[src/rtl/spcp_pkg.sv]
// Shared types and constants for the serial PWM command parser.
// Used by every module of the block; depends on nothing.
`timescale 1ns / 1ps
package spcp_pkg;

    localparam int unsigned MAX_LEN  = 30;
    localparam int unsigned DUTY_MAX = 1023;

    localparam int unsigned BYTE_W   = 8;
    localparam int unsigned DUTY_W   = 10;
    localparam int unsigned ACC_W    = 11;   // holds DUTY_MAX + 1 on saturation
    localparam int unsigned COUNT_W  = 5;
    localparam int unsigned FIELD_W  = 3;
    localparam int unsigned KIND_W   = 3;
    localparam int unsigned MASK_W   = 4;
    localparam int unsigned TDATA_W  = 48;

    localparam logic [BYTE_W-1:0] TERM_RESET = 8'd36;
    localparam logic [BYTE_W-1:0] CH_LF      = 8'd10;
    localparam logic [BYTE_W-1:0] CH_CR      = 8'd13;
    localparam logic [BYTE_W-1:0] CH_SPACE   = 8'd32;
    localparam logic [BYTE_W-1:0] CH_TAB     = 8'd9;
    localparam logic [BYTE_W-1:0] CH_PLUS    = 8'd43;
    localparam logic [BYTE_W-1:0] CH_COMMA   = 8'd44;
    localparam logic [BYTE_W-1:0] CH_MINUS   = 8'd45;
    localparam logic [BYTE_W-1:0] CH_ZERO    = 8'd48;
    localparam logic [BYTE_W-1:0] CH_NINE    = 8'd57;

    localparam logic [BYTE_W-1:0] LETTER_A = 8'd97;
    localparam logic [BYTE_W-1:0] LETTER_W = 8'd119;
    localparam logic [BYTE_W-1:0] LETTER_B = 8'd98;
    localparam logic [BYTE_W-1:0] LETTER_G = 8'd103;
    localparam logic [BYTE_W-1:0] LETTER_R = 8'd114;
    localparam logic [BYTE_W-1:0] LETTER_V = 8'd118;
    localparam logic [BYTE_W-1:0] LETTER_F = 8'd102;

    localparam logic [KIND_W-1:0] KIND_ALL     = 3'd0;
    localparam logic [KIND_W-1:0] KIND_WHITE   = 3'd1;
    localparam logic [KIND_W-1:0] KIND_BLUE    = 3'd2;
    localparam logic [KIND_W-1:0] KIND_GREEN   = 3'd3;
    localparam logic [KIND_W-1:0] KIND_RED     = 3'd4;
    localparam logic [KIND_W-1:0] KIND_VERSION = 3'd5;
    localparam logic [KIND_W-1:0] KIND_FLUSH   = 3'd6;

    localparam logic [MASK_W-1:0] MASK_NONE  = 4'd0;
    localparam logic [MASK_W-1:0] MASK_RED   = 4'd1;
    localparam logic [MASK_W-1:0] MASK_GREEN = 4'd2;
    localparam logic [MASK_W-1:0] MASK_BLUE  = 4'd4;
    localparam logic [MASK_W-1:0] MASK_WHITE = 4'd8;
    localparam logic [MASK_W-1:0] MASK_ALL   = 4'd15;

    typedef enum logic [1:0] {
        PH_LEAD,
        PH_SIGN,
        PH_DIGITS,
        PH_DONE
    } num_phase_t;

    // Classified byte passed from the front end to the parser.
    typedef struct packed {
        logic              is_term;
        logic [BYTE_W-1:0] data;
    } tok_t;

    typedef struct packed {
        num_phase_t       phase;
        logic [ACC_W-1:0] acc;
        logic             neg;
    } num_t;

    typedef struct packed {
        logic [KIND_W-1:0] kind;
        logic [MASK_W-1:0] mask;
        logic [DUTY_W-1:0] red;
        logic [DUTY_W-1:0] green;
        logic [DUTY_W-1:0] blue;
        logic [DUTY_W-1:0] white;
    } result_t;

endpackage

[src/rtl/serial_pwm_command_parser_core.sv]
// Top level of the serial PWM command parser: front end, queue and parser.
// Depends on spcp_pkg, spcp_front, spcp_fifo and spcp_back.
`timescale 1ns / 1ps
// One received byte is taken per cycle on the s_ channel while the queue is
// not full. A terminator byte (set by cfg_wr_data, '$' after reset) closes a
// command. With the queue empty and the output register free, the terminator
// passes through a queue entry and then the output register before m_tvalid
// rises. The rate of one byte per cycle is set by the parser, which updates
// its small set of registers once per byte and holds while a result waits on
// m_tready; the two-entry queue between the classifier and the parser buffers
// bytes while it holds, and s_tready falls once the queue is full.
// m_tuser carries the command kind, m_tdata the write mask and four duties.
module serial_pwm_command_parser_core
    import spcp_pkg::*;
(
    input  logic               aclk,
    input  logic               aresetn,
    input  logic               cfg_wr_en,
    input  logic [BYTE_W-1:0]  cfg_wr_data,  // terminator_byte
    input  logic               s_tvalid,
    output logic               s_tready,
    input  logic [7:0]         s_tdata,      // [7:0] rx_byte
    output logic               m_tvalid,
    input  logic               m_tready,
    // [3:0] write_mask, [13:4] duty_red, [23:14] duty_green,
    // [33:24] duty_blue, [43:34] duty_white, [47:44] zero
    output logic [TDATA_W-1:0] m_tdata,
    output logic [KIND_W-1:0]  m_tuser       // [2:0] cmd_kind
);

    logic    push;
    tok_t    push_tok;
    logic    full;
    logic    empty;
    logic    pop;
    tok_t    head_tok;
    result_t res;

    assign s_tready = !full;

    spcp_front u_front (
        .aclk        (aclk),
        .aresetn     (aresetn),
        .cfg_wr_en   (cfg_wr_en),
        .cfg_wr_data (cfg_wr_data),
        .in_xfer     (s_tvalid && s_tready),
        .in_byte     (s_tdata),
        .push        (push),
        .push_tok    (push_tok)
    );

    spcp_fifo u_fifo (
        .aclk     (aclk),
        .aresetn  (aresetn),
        .push     (push),
        .push_tok (push_tok),
        .full     (full),
        .pop      (pop),
        .empty    (empty),
        .head_tok (head_tok)
    );

    spcp_back u_back (
        .aclk      (aclk),
        .aresetn   (aresetn),
        .tok_valid (!empty),
        .tok       (head_tok),
        .pop       (pop),
        .out_valid (m_tvalid),
        .out_ready (m_tready),
        .out_res   (res)
    );

    assign m_tuser = res.kind;
    assign m_tdata = {4'b0000, res.white, res.blue, res.green, res.red, res.mask};

endmodule

[src/rtl/spcp_front.sv]
// Front end: holds the terminator register and classifies received bytes.
// Depends on spcp_pkg.
`timescale 1ns / 1ps
module spcp_front
    import spcp_pkg::*;
(
    input  logic              aclk,
    input  logic              aresetn,
    input  logic              cfg_wr_en,
    input  logic [BYTE_W-1:0] cfg_wr_data,
    input  logic              in_xfer,
    input  logic [BYTE_W-1:0] in_byte,
    output logic              push,
    output tok_t              push_tok
);

    logic [BYTE_W-1:0] term_reg;

    always_ff @(posedge aclk) begin
        if (!aresetn) begin
            term_reg <= TERM_RESET;
        end else if (cfg_wr_en) begin
            term_reg <= cfg_wr_data;
        end
    end

    logic is_term;
    logic is_crlf;

    assign is_term = (in_byte == term_reg);
    assign is_crlf = (in_byte == CH_LF) || (in_byte == CH_CR);

    // Drop CR and LF here unless they are the terminator.
    assign push          = in_xfer && (is_term || !is_crlf);
    assign push_tok.is_term = is_term;
    assign push_tok.data    = in_byte;

endmodule

[src/rtl/spcp_fifo.sv]
// Two-entry queue of classified bytes between the front end and the parser.
// Depends on spcp_pkg.
`timescale 1ns / 1ps
module spcp_fifo
    import spcp_pkg::*;
(
    input  logic aclk,
    input  logic aresetn,
    input  logic push,
    input  tok_t push_tok,
    output logic full,
    input  logic pop,
    output logic empty,
    output tok_t head_tok
);

    tok_t       mem [2];
    logic       wr_ptr_reg;
    logic       rd_ptr_reg;
    logic [1:0] count_reg;
    logic [1:0] count_next;

    assign full     = (count_reg == 2'd2);
    assign empty    = (count_reg == 2'd0);
    assign head_tok = mem[rd_ptr_reg];

    always_comb begin
        count_next = count_reg;
        if (push && !pop) begin
            count_next = count_reg + 2'd1;
        end else if (pop && !push) begin
            count_next = count_reg - 2'd1;
        end
    end

    always_ff @(posedge aclk) begin
        if (push) begin
            mem[wr_ptr_reg] <= push_tok;
        end
    end

    always_ff @(posedge aclk) begin
        if (!aresetn) begin
            wr_ptr_reg <= 1'b0;
            rd_ptr_reg <= 1'b0;
            count_reg  <= 2'd0;
        end else begin
            if (push) begin
                wr_ptr_reg <= ~wr_ptr_reg;
            end
            if (pop) begin
                rd_ptr_reg <= ~rd_ptr_reg;
            end
            count_reg <= count_next;
        end
    end

endmodule

[src/rtl/spcp_back.sv]
// Back end: command parser state, number scanner and the result register.
// Depends on spcp_pkg.
`timescale 1ns / 1ps
module spcp_back
    import spcp_pkg::*;
(
    input  logic    aclk,
    input  logic    aresetn,
    input  logic    tok_valid,
    input  tok_t    tok,
    output logic    pop,
    output logic    out_valid,
    input  logic    out_ready,
    output result_t out_res
);

    function automatic logic is_space(input logic [BYTE_W-1:0] ch);
        return (ch == CH_SPACE) || ((ch >= CH_TAB) && (ch <= CH_CR));
    endfunction

    function automatic num_t feed(input num_t cur, input logic [BYTE_W-1:0] ch);
        num_t             n;
        logic             digit;
        logic [3:0]       d;
        logic [ACC_W+3:0] prod;
        n     = cur;
        digit = (ch >= CH_ZERO) && (ch <= CH_NINE);
        d     = digit ? 4'(ch - CH_ZERO) : 4'd0;
        prod  = {cur.acc, 3'b000} + {2'b00, cur.acc, 1'b0} + (ACC_W+4)'(d);
        case (cur.phase)
            PH_LEAD: begin
                if (is_space(ch)) begin
                    n.phase = PH_LEAD;
                end else if (ch == CH_PLUS) begin
                    n.phase = PH_SIGN;
                end else if (ch == CH_MINUS) begin
                    n.neg   = 1'b1;
                    n.phase = PH_SIGN;
                end else if (digit) begin
                    n.acc   = ACC_W'(d);
                    n.phase = PH_DIGITS;
                end else begin
                    n.phase = PH_DONE;
                end
            end
            PH_SIGN: begin
                if (digit) begin
                    n.acc   = ACC_W'(d);
                    n.phase = PH_DIGITS;
                end else begin
                    n.phase = PH_DONE;
                end
            end
            PH_DIGITS: begin
                if (digit) begin
                    if (prod > (ACC_W+4)'(DUTY_MAX)) begin
                        n.acc = ACC_W'(DUTY_MAX + 1);
                    end else begin
                        n.acc = prod[ACC_W-1:0];
                    end
                end else begin
                    n.phase = PH_DONE;
                end
            end
            default: begin
                n = cur;
            end
        endcase
        return n;
    endfunction

    logic [COUNT_W-1:0] count_reg,  count_next;
    logic [BYTE_W-1:0]  letter_reg, letter_next;
    logic [FIELD_W-1:0] field_reg,  field_next;
    logic               started_reg, started_next;
    num_t               num_reg,    num_next;
    logic [DUTY_W-1:0]  pend_reg [4];
    logic [DUTY_W-1:0]  pend_next [4];

    logic    out_valid_reg;
    result_t out_res_reg;
    logic    give;
    result_t res;

    logic [DUTY_W-1:0] all_val;
    logic [DUTY_W-1:0] one_val;
    logic              count_ok;
    logic              closing;

    assign pop       = tok_valid && (!out_valid_reg || out_ready);
    assign out_valid = out_valid_reg;
    assign out_res   = out_res_reg;

    assign all_val = (num_reg.neg || (num_reg.acc > ACC_W'(DUTY_MAX)))
                   ? '0 : num_reg.acc[DUTY_W-1:0];
    assign one_val = num_reg.neg ? '0
                   : ((num_reg.acc > ACC_W'(DUTY_MAX)) ? DUTY_W'(DUTY_MAX)
                                                       : num_reg.acc[DUTY_W-1:0]);
    assign count_ok = (count_reg >= COUNT_W'(1)) && (count_reg < COUNT_W'(MAX_LEN));
    assign closing  = started_reg && (field_reg < FIELD_W'(4));

    // Parser state update.
    always_comb begin
        count_next   = count_reg;
        letter_next  = letter_reg;
        field_next   = field_reg;
        started_next = started_reg;
        num_next     = num_reg;
        for (int i = 0; i < 4; i++) begin
            pend_next[i] = pend_reg[i];
        end
        if (tok.is_term || (count_reg >= COUNT_W'(MAX_LEN))) begin
            // End of command or overlong command: restart parsing.
            count_next   = '0;
            letter_next  = '0;
            field_next   = '0;
            started_next = 1'b0;
            num_next     = '{phase: PH_LEAD, acc: '0, neg: 1'b0};
            for (int i = 0; i < 4; i++) begin
                pend_next[i] = '0;
            end
        end else begin
            count_next = count_reg + COUNT_W'(1);
            if (count_reg == '0) begin
                letter_next = tok.data;
            end else if (letter_reg == LETTER_A) begin
                if (tok.data == CH_COMMA) begin
                    if (closing) begin
                        for (int i = 0; i < 4; i++) begin
                            if (field_reg == FIELD_W'(i)) begin
                                pend_next[i] = all_val;
                            end
                        end
                        field_next = field_reg + FIELD_W'(1);
                    end
                    started_next = 1'b0;
                    num_next     = '{phase: PH_LEAD, acc: '0, neg: 1'b0};
                end else begin
                    started_next = 1'b1;
                    num_next     = feed(num_reg, tok.data);
                end
            end else begin
                num_next = feed(num_reg, tok.data);
            end
        end
    end

    // Result of a terminator.
    always_comb begin
        give      = 1'b0;
        res       = '0;
        if (tok.is_term && count_ok) begin
            give = 1'b1;
            case (letter_reg)
                LETTER_A: begin
                    res.kind  = KIND_ALL;
                    res.mask  = MASK_ALL;
                    res.red   = (closing && field_reg == FIELD_W'(0)) ? all_val : pend_reg[0];
                    res.green = (closing && field_reg == FIELD_W'(1)) ? all_val : pend_reg[1];
                    res.blue  = (closing && field_reg == FIELD_W'(2)) ? all_val : pend_reg[2];
                    res.white = (closing && field_reg == FIELD_W'(3)) ? all_val : pend_reg[3];
                end
                LETTER_W: begin
                    res.kind  = KIND_WHITE;
                    res.mask  = MASK_WHITE;
                    res.white = one_val;
                end
                LETTER_B: begin
                    res.kind = KIND_BLUE;
                    res.mask = MASK_BLUE;
                    res.blue = one_val;
                end
                LETTER_G: begin
                    res.kind  = KIND_GREEN;
                    res.mask  = MASK_GREEN;
                    res.green = one_val;
                end
                LETTER_R: begin
                    res.kind = KIND_RED;
                    res.mask = MASK_RED;
                    res.red  = one_val;
                end
                LETTER_V: begin
                    res.kind = KIND_VERSION;
                    res.mask = MASK_NONE;
                end
                LETTER_F: begin
                    res.kind = KIND_FLUSH;
                    res.mask = MASK_NONE;
                end
                default: begin
                    give = 1'b0;
                end
            endcase
        end
    end

    always_ff @(posedge aclk) begin
        if (!aresetn) begin
            count_reg   <= '0;
            letter_reg  <= '0;
            field_reg   <= '0;
            started_reg <= 1'b0;
            num_reg     <= '{phase: PH_LEAD, acc: '0, neg: 1'b0};
            for (int i = 0; i < 4; i++) begin
                pend_reg[i] <= '0;
            end
        end else if (pop) begin
            count_reg   <= count_next;
            letter_reg  <= letter_next;
            field_reg   <= field_next;
            started_reg <= started_next;
            num_reg     <= num_next;
            for (int i = 0; i < 4; i++) begin
                pend_reg[i] <= pend_next[i];
            end
        end
    end

    always_ff @(posedge aclk) begin
        if (!aresetn) begin
            out_valid_reg <= 1'b0;
        end else if (pop) begin
            out_valid_reg <= give;
        end else if (out_ready) begin
            out_valid_reg <= 1'b0;
        end
    end

    always_ff @(posedge aclk) begin
        if (pop && give) begin
            out_res_reg <= res;
        end
    end

endmodule
[config.mk]
export PLATFORM = sky130hd
export DESIGN_NAME = serial_pwm_command_parser_core
export DESIGN_NICKNAME = d
export VERILOG_FILES = /design/src/rtl/spcp_pkg.sv /design/src/rtl/serial_pwm_command_parser_core.sv /design/src/rtl/spcp_front.sv /design/src/rtl/spcp_fifo.sv /design/src/rtl/spcp_back.sv
export SDC_FILE = /design/constraint.sdc
export NUM_CORES = 1
export LEC_CHECK = 0
export BUFFER_PORTS_ARGS = -buffer_cell sky130_fd_sc_hd__buf_4
export CORE_MARGIN = 1
export CORE_UTILIZATION = 35
export DETAILED_ROUTE_END_ITERATION = 7
export PLACE_DENSITY_LB_ADDON = 0.15
export REMOVE_ABC_BUFFERS = 1
export SYNTH_ARGS = -nofsm -noshare
export SYNTH_HDL_FRONTEND = slang
export SYNTH_SLANG_ARGS = --single-unit
[constraint.sdc]
create_clock -name aclk -period 13.8 [get_ports aclk]
set_input_delay 2.76 -clock aclk [delete_from_list [all_inputs] [get_ports aclk]]
set_output_delay 2.76 -clock aclk [all_outputs]
set_load 0.02 [all_outputs]
==> results.txt, run 1 <==
----------------------------------------------------
[Status]
  Result of the run ... completed

[Worst setup path]
  Path type of the worst setup path ... reg -> reg
  Data required, critical path ... 14.16 ns
  Endpoint of the lowest-slack register-to-register path ... u_back.num_reg[9]$_SDFFE_PN0P_
  Depth of the most critical reg-to-reg path ... 14
  Kind of end point of the critical path ... register
  Cell with the largest stage delay on the worst path ... dfxtp_1
  Cells along the critical path ... or4bb_1, and2_1, or3_1, nor2_1, ha_1, ha_1, fa_1, a211oi_1, o21bai_2, a41oi_1, mux2_2, or4_4, nor3_4, a32o_1
  Largest fanout on the critical path ... 26
  Critical path's most frequent cell ... ha_1
  Delay of the slowest cell on the worst path ... 0.88 ns
  Setup crit start kind ... register
  Minimum setup slack among reg-to-reg paths ... 8.42 ns
  CP arrival ... 5.75 ns

[Global routing]
  Pin count of the biggest net entering global routing ... 49
  Number of antenna violations at the first check in global routing ... 0
  Overflow left after global routing ... 0
  Total routing usage reported by global routing ... 16.93%
  Via count of the first global-routing pass ... 5588
  First-pass GRT wire length ... 30970 um

[Synth]
  Synth warn ... 0
  Seq/Total Area, Yosys ... 51.61%
  Top cells by area in the synthesized netlist ... edfxtp_1, dfxtp_1, nor2_1
  Mean cell area of the mapped netlist ... 9.807 um^2
  Top cells by instance count after synthesis ... nor2_1, edfxtp_1, nand2_1, a21oi_1, o21ai_0
  Xor/xnor cell area share of the yosys netlist ... 2.453%
  Synth Area in Compound Gates ... 16.14%
  Fraction of post-synthesis cell area in the top cell type by area ... 40.14%
  Synth Cell Area ... 7855 um^2
  Largest area contributor in the netlist ... edfxtp_1
  Simple-gate share of the synthesized area ... 17.33%
  Distinct cell type count after synthesis ... 70
  Number of enable flip-flop cells after synthesis ... 105
  Share of flip-flops with an asynchronous set or reset after synthesis ... 0%
  Number of synthesized register bits ... 150
  Synthesized instance count ... 801
  Top_reg_cell synth ... edfxtp_1
  Arithmetic-cell share of the synthesized area counting full adders, half adders and majority gates ... 6.085%
  Largest family of logic cells by synthesized area ... simple AND/OR/NAND/NOR gates
  Portion of netlist area occupied by mux cells ... 3.234%
  Leading cell type by number of instances after synthesis ... nor2_1

[Timing]
  Total Neg Setup Slack ... 0 ns
  Final Slew Violations ... 0
  Post-Route Skew ... 0.01293 ns
  Min cycle time layout ... 5.385 ns
  Slew at the pin closest to its max-slew limit ... 1.093 ns
  Upper clock frequency limit ... 0.1857 GHz
  PnR worst setup slack ... 8.415 ns
  Worst-case headroom to the max-slew limit ... 27.16%
  Hold slack ... 0.5023 ns
  Hold Fails Final Rpt ... 0
  Unrepaired setup endpoints after global routing ... false
  Setup-violating endpoint count in the final report ... 0
  Final critical-path share of the clock period ... 39.02%

[Final layout]
  Fraction of layout instances using a drive strength above 1 ... 15.04%
  Multi-input gate area in the final layout ... 3581 um^2
  Sequential Area ... 4054 um^2
  Area growth from synthesis to layout ... 17.55%
  Final #Nets ... 916
  Antenna Diode Count ... 0
  Max FFs per register ... 47
  Number of inserted filler cells in the final layout ... 2196
  Final instance area ... 9234 um^2

[Min path]
  Hold path startpoint ... u_back.started_reg$_SDFFE_PN0P_
  Depth of the worst hold-timing path ... 1
  Hold Path Class ... reg -> reg
  Hold worst-path end ... u_back.started_reg$_SDFFE_PN0P_

[Clock network]
  Resized cells post-CTS ... 0
  Number of buffers added to fix hold violations after cts ... 0
  Clock slew seen by the registers of the worst setup and hold paths ... 0.06 ns
  Number of H-tree levels ... 4
  Number of CTS-inserted buffers ... 17
  Root Driver ... clkbuf_16
  Number of sinks handled by clock tree synthesis ... 150
  CTS tree ... built
  Number of buffers inserted by post-CTS setup repair ... 0
  Number of buffers on the longest clock path ... 2
  Clock Latency Late Sink ... 0.43 ns

[Drt]
  Count of nets left with antenna violations after detail routing ... 0
  DR iter-0 viols ... 454
  Met2 wire length ... 8688 um
  Count of TritonRoute iterations in the first routing pass ... 8
  Vias ... 6015
  DRC violations left ... 0
  Met1 routed wirelength after detailed routing ... 9564 um
  Wire per inst ... 16.71 um
  Total Wirelength ... 19230 um
  Via density per instance ... 5.226
  Top Layer Used ... met4
  Met3 WL ... 816 um

[Floorplan]
  Area of the core ... 21890 um^2
  Number of placement rows ... 54
  Starting density of the core ... 35.88%
  Top Ports ... 74
  X dimension of the die ... 151.8 um
  Die height ... 151.8 um
  Die area ... 23050 um^2

[Placement]
  Port-buffer cells ... 69
  Total half-perimeter wirelength after legalization and detailed placement ... 13450 um
  Last weighted congestion value of the routability-driven placer ... 0.7878
  Placement-stage worst setup slack ... 8.312 ns
  Instance area after placement ... 8616 um^2

[Power]
  Power per cell area ... 146.9 nW/um^2
  Static leakage power ... 3.235 nW
  Maximum vdd drop ... 0.00009857 V

[Run]
  Max_cap viols ... 0

----------------------------------------------------
## critical path, delay by kind of cell, from the launching register on
kind,cells,cell delay (ns)
fa+ha+maj,3,0.91
simple gates,6,2.20
mux,1,0.35
compound gates,4,0.96
flops,1,0.88
## power by group
group | total, mW | switching, mW | internal [mW] | leakage, nW
clock network | 0.491 | 0.201 | 0.290 | 0.297
logic | 0.284 | 0.190 | 0.0944 | 1.67
registers | 0.582 | 0.0405 | 0.541 | 1.27
total | 1.36 | 0.432 | 0.925 | 3.23
## through the flow
stage          utilization, %  power, mW  cells
3_5_place_dp            39.36     0.8741   1119
3_3_place_gp            39.36     0.8751   1119
5_1_grt                 42.18      1.427   1151
6_report                42.18      1.357   1151
2_1_floorplan               -     0.7807    764
4_1_cts                 42.18      1.369   1151
## worst max-delay path by stage
stage,start,endpoint,slack (ns),depth (start not counted)
6_report,register,u_back.num_reg[9]$_SDFFE_PN0P_,8.42,14
5_1_grt,register,u_back.num_reg[5]$_SDFFE_PN0P_,8.07,14
4_1_cts,register,u_back.num_reg[9]$_SDFFE_PN0P_,8.40,14
3_5_place_dp,m_tready,u_back.pend_reg[0][8]$_DFFE_PP_,8.31,7
3_3_place_gp,m_tready,u_back.pend_reg[0][25]$_DFFE_PP_,8.46,7
2_1_floorplan,m_tready,u_back.out_res[0]$_SDFFCE_PN0P_,6.36,4
## cell type report
class	instances	share of cell area, %
well taps	280	3.794
repair buffers	75	6.098
inverters	18	0.7317
multi-input cells	596	38.78
clock inverters	15	2.087
clock buffers	17	4.607
flip-flops and latches	150	43.90
## metal layers
metal / up-vias / track usage (%)
met2: 138 / 26.80
met1: 2873 / 23.62
li1: 2995 / -
met5: - / 0
met3: 9 / 3.480
met4: 0 / 4.143
## cell families (layout without fill, tap and decap cells)
kind of cell    count (synthesis)  count (layout)
xor+xnor                       22              22
flops                         150             150
fa+ha+maj                      37              37
buf+inv                        58             125
other cells                     1               4
simple gates                  306             306
compound gates                203             203
mux                            24              24
## cell usage in the layout (no fill, tap or decap), drive strengths merged, types with 7 or more instances in the layout
cell type,instances
nor2,159
edfxtp,105
nand2,77
buf,75
a21oi,68
o21ai,60
dfxtp,45
ha,35
inv,24
clkbuf,17
nand3,14
xnor2,14
mux2i,13
mux2,11
o21bai,11
nor3,9
xor2,8
a22oi,8
nor2b,7
nand4,7
Note: power is estimated with default switching activity, not from simulation.
==> inputs of run 2 (changes only) <==
==> constraint.sdc (replaced) <==
create_clock -name aclk -period 5.25 [get_ports aclk]
set_input_delay 1.05 -clock aclk [delete_from_list [all_inputs] [get_ports aclk]]
set_output_delay 1.05 -clock aclk [all_outputs]
set_load 0.02 [all_outputs]
==> run 2 against run 1 <==
  * Worst setup slack worse by 8.1 ns
  * Clock power increased to 2.5 times the previous value
  * Non-clock buffer count grew 5
  * Global-route usage barely moved
  * Final cell count increased by 0.43%
  * Combinational power grew to 2.8 times the previous value
  * Sequential share of layout area down 0.059 points
  * Highest routed layer unchanged
  * Critical path depth is the same
  * Largest cell class unchanged
  * Via count decreased by 0.73%
  * Sequential cell count unchanged
  * Design area rose by 0.14%
  * Utilization grew 0.057 points
==> results.txt, run 2 (same netlist as run 1, synthesis figures left out) <==
----------------------------------------------------
[Worst setup path]
  Data required, critical path ... 5.61 ns
  Cells along the critical path ... or4bb_1, and2_1, or3_1, nor2_1, ha_1, ha_1, fa_1, a211oi_1, o21bai_2, a41oi_1, mux2_2, or4_4, nor3_4, a32o_1
  Buffering stage count on the worst path with inverters included ... 0
  CP arrival ... 5.27 ns
  Setup crit start kind ... register
  Cell with the largest stage delay on the worst path ... or4_4
  Delay of the slowest cell on the worst path ... 0.54 ns
  Largest fanout on the critical path ... 9
  Critical path's most frequent cell ... ha_1
  Crit path max-delay family ... simple AND/OR/NAND/NOR gates
  Path type of the worst setup path ... reg -> reg
  Kind of end point of the critical path ... register

[Drt]
  Count of nets left with antenna violations after detail routing ... 0
  Count of TritonRoute iterations in the first routing pass ... 5
  Wire per inst ... 16.44 um
  Total Wirelength ... 19000 um
  Vias ... 5971
  DR iter-0 viols ... 344
  DRC violations left ... 0
  Via density per instance ... 5.165

[Status]
  Result of the run ... completed

[Timing]
  Final Slew Violations ... 0
  Post-Route Skew ... 0.01066 ns
  Min cycle time layout ... 4.915 ns
  Final critical-path share of the clock period ... 93.62%
  Slew at the pin closest to its max-slew limit ... 0.9572 ns
  Unrepaired setup endpoints after global routing ... false
  Hold Fails Final Rpt ... 0
  Setup-violating endpoint count in the final report ... 0
  Upper clock frequency limit ... 0.2034 GHz
  Worst-case headroom to the max-slew limit ... 36.00%

[Clock network]
  Root Driver ... clkbuf_16
  Clock slew seen by the registers of the worst setup and hold paths ... 0.07 ns
  Number of CTS-inserted buffers ... 17
  Number of buffers inserted by post-CTS setup repair ... 0
  Clock Latency Late Sink ... 0.43 ns
  Number of H-tree levels ... 4
  Number of buffers added to fix hold violations after cts ... 0
  Number of sinks handled by clock tree synthesis ... 150
  CTS tree ... built
  Resized cells post-CTS ... 0
  Number of buffers on the longest clock path ... 2

[Final layout]
  Sequential Area ... 4054 um^2
  Fraction of layout instances using a drive strength above 1 ... 15.53%
  Max FFs per register ... 47
  Most common library cell in the layout ignoring fill and taps ... nor2_1
  Number of inserted filler cells in the final layout ... 2180
  Antenna Diode Count ... 0
  Leading cell types in the layout, fill and taps excluded ... nor2_1, edfxtp_1, buf_4
  Multi-input gate area in the final layout ... 3581 um^2
  Final #Nets ... 921
  Non-filler instance count after layout ... 1156
  Area growth from synthesis to layout ... 17.71%

[Floorplan]
  Die height ... 151.8 um
  Area of the core ... 21890 um^2
  Starting density of the core ... 35.88%
  X dimension of the die ... 151.8 um
  Top Ports ... 74
  Die area ... 23050 um^2
  Number of placement rows ... 54

[Global routing]
  Number of antenna violations at the first check in global routing ... 0
  Total routing usage reported by global routing ... 16.92%
  Overflow left after global routing ... 0
  Via count of the first global-routing pass ... 5771
  Pin count of the biggest net entering global routing ... 49
  First-pass GRT wire length ... 31130 um

[Placement]
  Last weighted congestion value of the routability-driven placer ... 0.7654
  Cell Count Post-Placement ... 1124
  Port-buffer cells ... 69
  Total half-perimeter wirelength after legalization and detailed placement ... 13000 um

[Power]
  Maximum vdd drop ... 0.0002217 V
  Static leakage power ... 3.249 nW
  Power per cell area ... 380.4 nW/um^2
  Post-route total power ... 3.517 mW

[Min path]
  Hold Path Class ... reg -> reg

[Run]
  Max_cap viols ... 0

----------------------------------------------------
## run 2: worst paths after layout
check / to / slack, ns / depth (start not counted) / start
worst max-delay path: u_back.num_reg[9]$_SDFFE_PN0P_ / 0.33 / 14 / u_fifo.mem[1][7]$_DFFE_PP_
worst max register to register: u_back.num_reg[9]$_SDFFE_PN0P_ / 0.33 / 14 / u_fifo.mem[1][7]$_DFFE_PP_
worst min-delay path: u_back.started_reg$_SDFFE_PN0P_ / 0.50 / 1 / u_back.started_reg$_SDFFE_PN0P_
worst min register to register: u_back.started_reg$_SDFFE_PN0P_ / 0.50 / 1 / u_back.started_reg$_SDFFE_PN0P_
## run 2: per-stage QoR
| stage | hold slack (ns) | TNS (ns) | worst slack, ns | utilization (%) | cell area (um^2) |
|---|---|---|---|---|---|
| global route | 0.5250 | 0 | 0.05153 | 42.24 | 9246 |
| finish | 0.4960 | 0 | 0.3348 | 42.24 | 9246 |
| CTS | 0.4951 | 0 | 0.3230 | 42.24 | 9246 |
| floorplan | 0.4550 | -54.18 | -1.134 | - | 7690 |
| detailed placement | 0.4800 | 0 | 0.3640 | 39.53 | 8653 |
| global placement | 0.4785 | 0 | 0.3768 | 39.53 | 8653 |
## run 2: power by group
group	leakage (nW)	switching [mW]	total [mW]	internal (mW)
clock network	0.286	0.520	1.23	0.714
logic	1.69	0.519	0.782	0.263
registers	1.27	0.0807	1.50	1.42
## run 2: worst register-to-register path, delay by kind of cell (launching register included)
family | cells | cell delay, ns
compound gates | 4 | 0.94
mux | 1 | 0.35
flops | 1 | 0.43
simple gates | 6 | 2.23
fa+ha+maj | 3 | 0.91
## run 2: layer usage
layer	track usage [%]	part of all wire (%)	routed length, um	vias to the layer above
met5	0	0	0	-
met4	4.905	1.3	243	0
met3	3.394	4.6	875	22
met2	26.54	45	8561	161
met1	23.60	49	9322	2778
li1	-	-	-	3010
## run 2: layout make-up
| type | instances | area share (%) |
|---|---|---|
| Inverter | 18 | 0.7307 |
| Timing Repair Buffer | 80 | 6.495 |
| Multi-Input combinational cell | 596 | 38.73 |
| Clock buffer | 18 | 4.641 |
| Clock inverter | 14 | 1.773 |
| Tap cell | 280 | 3.789 |
| Sequential cell | 150 | 43.84 |
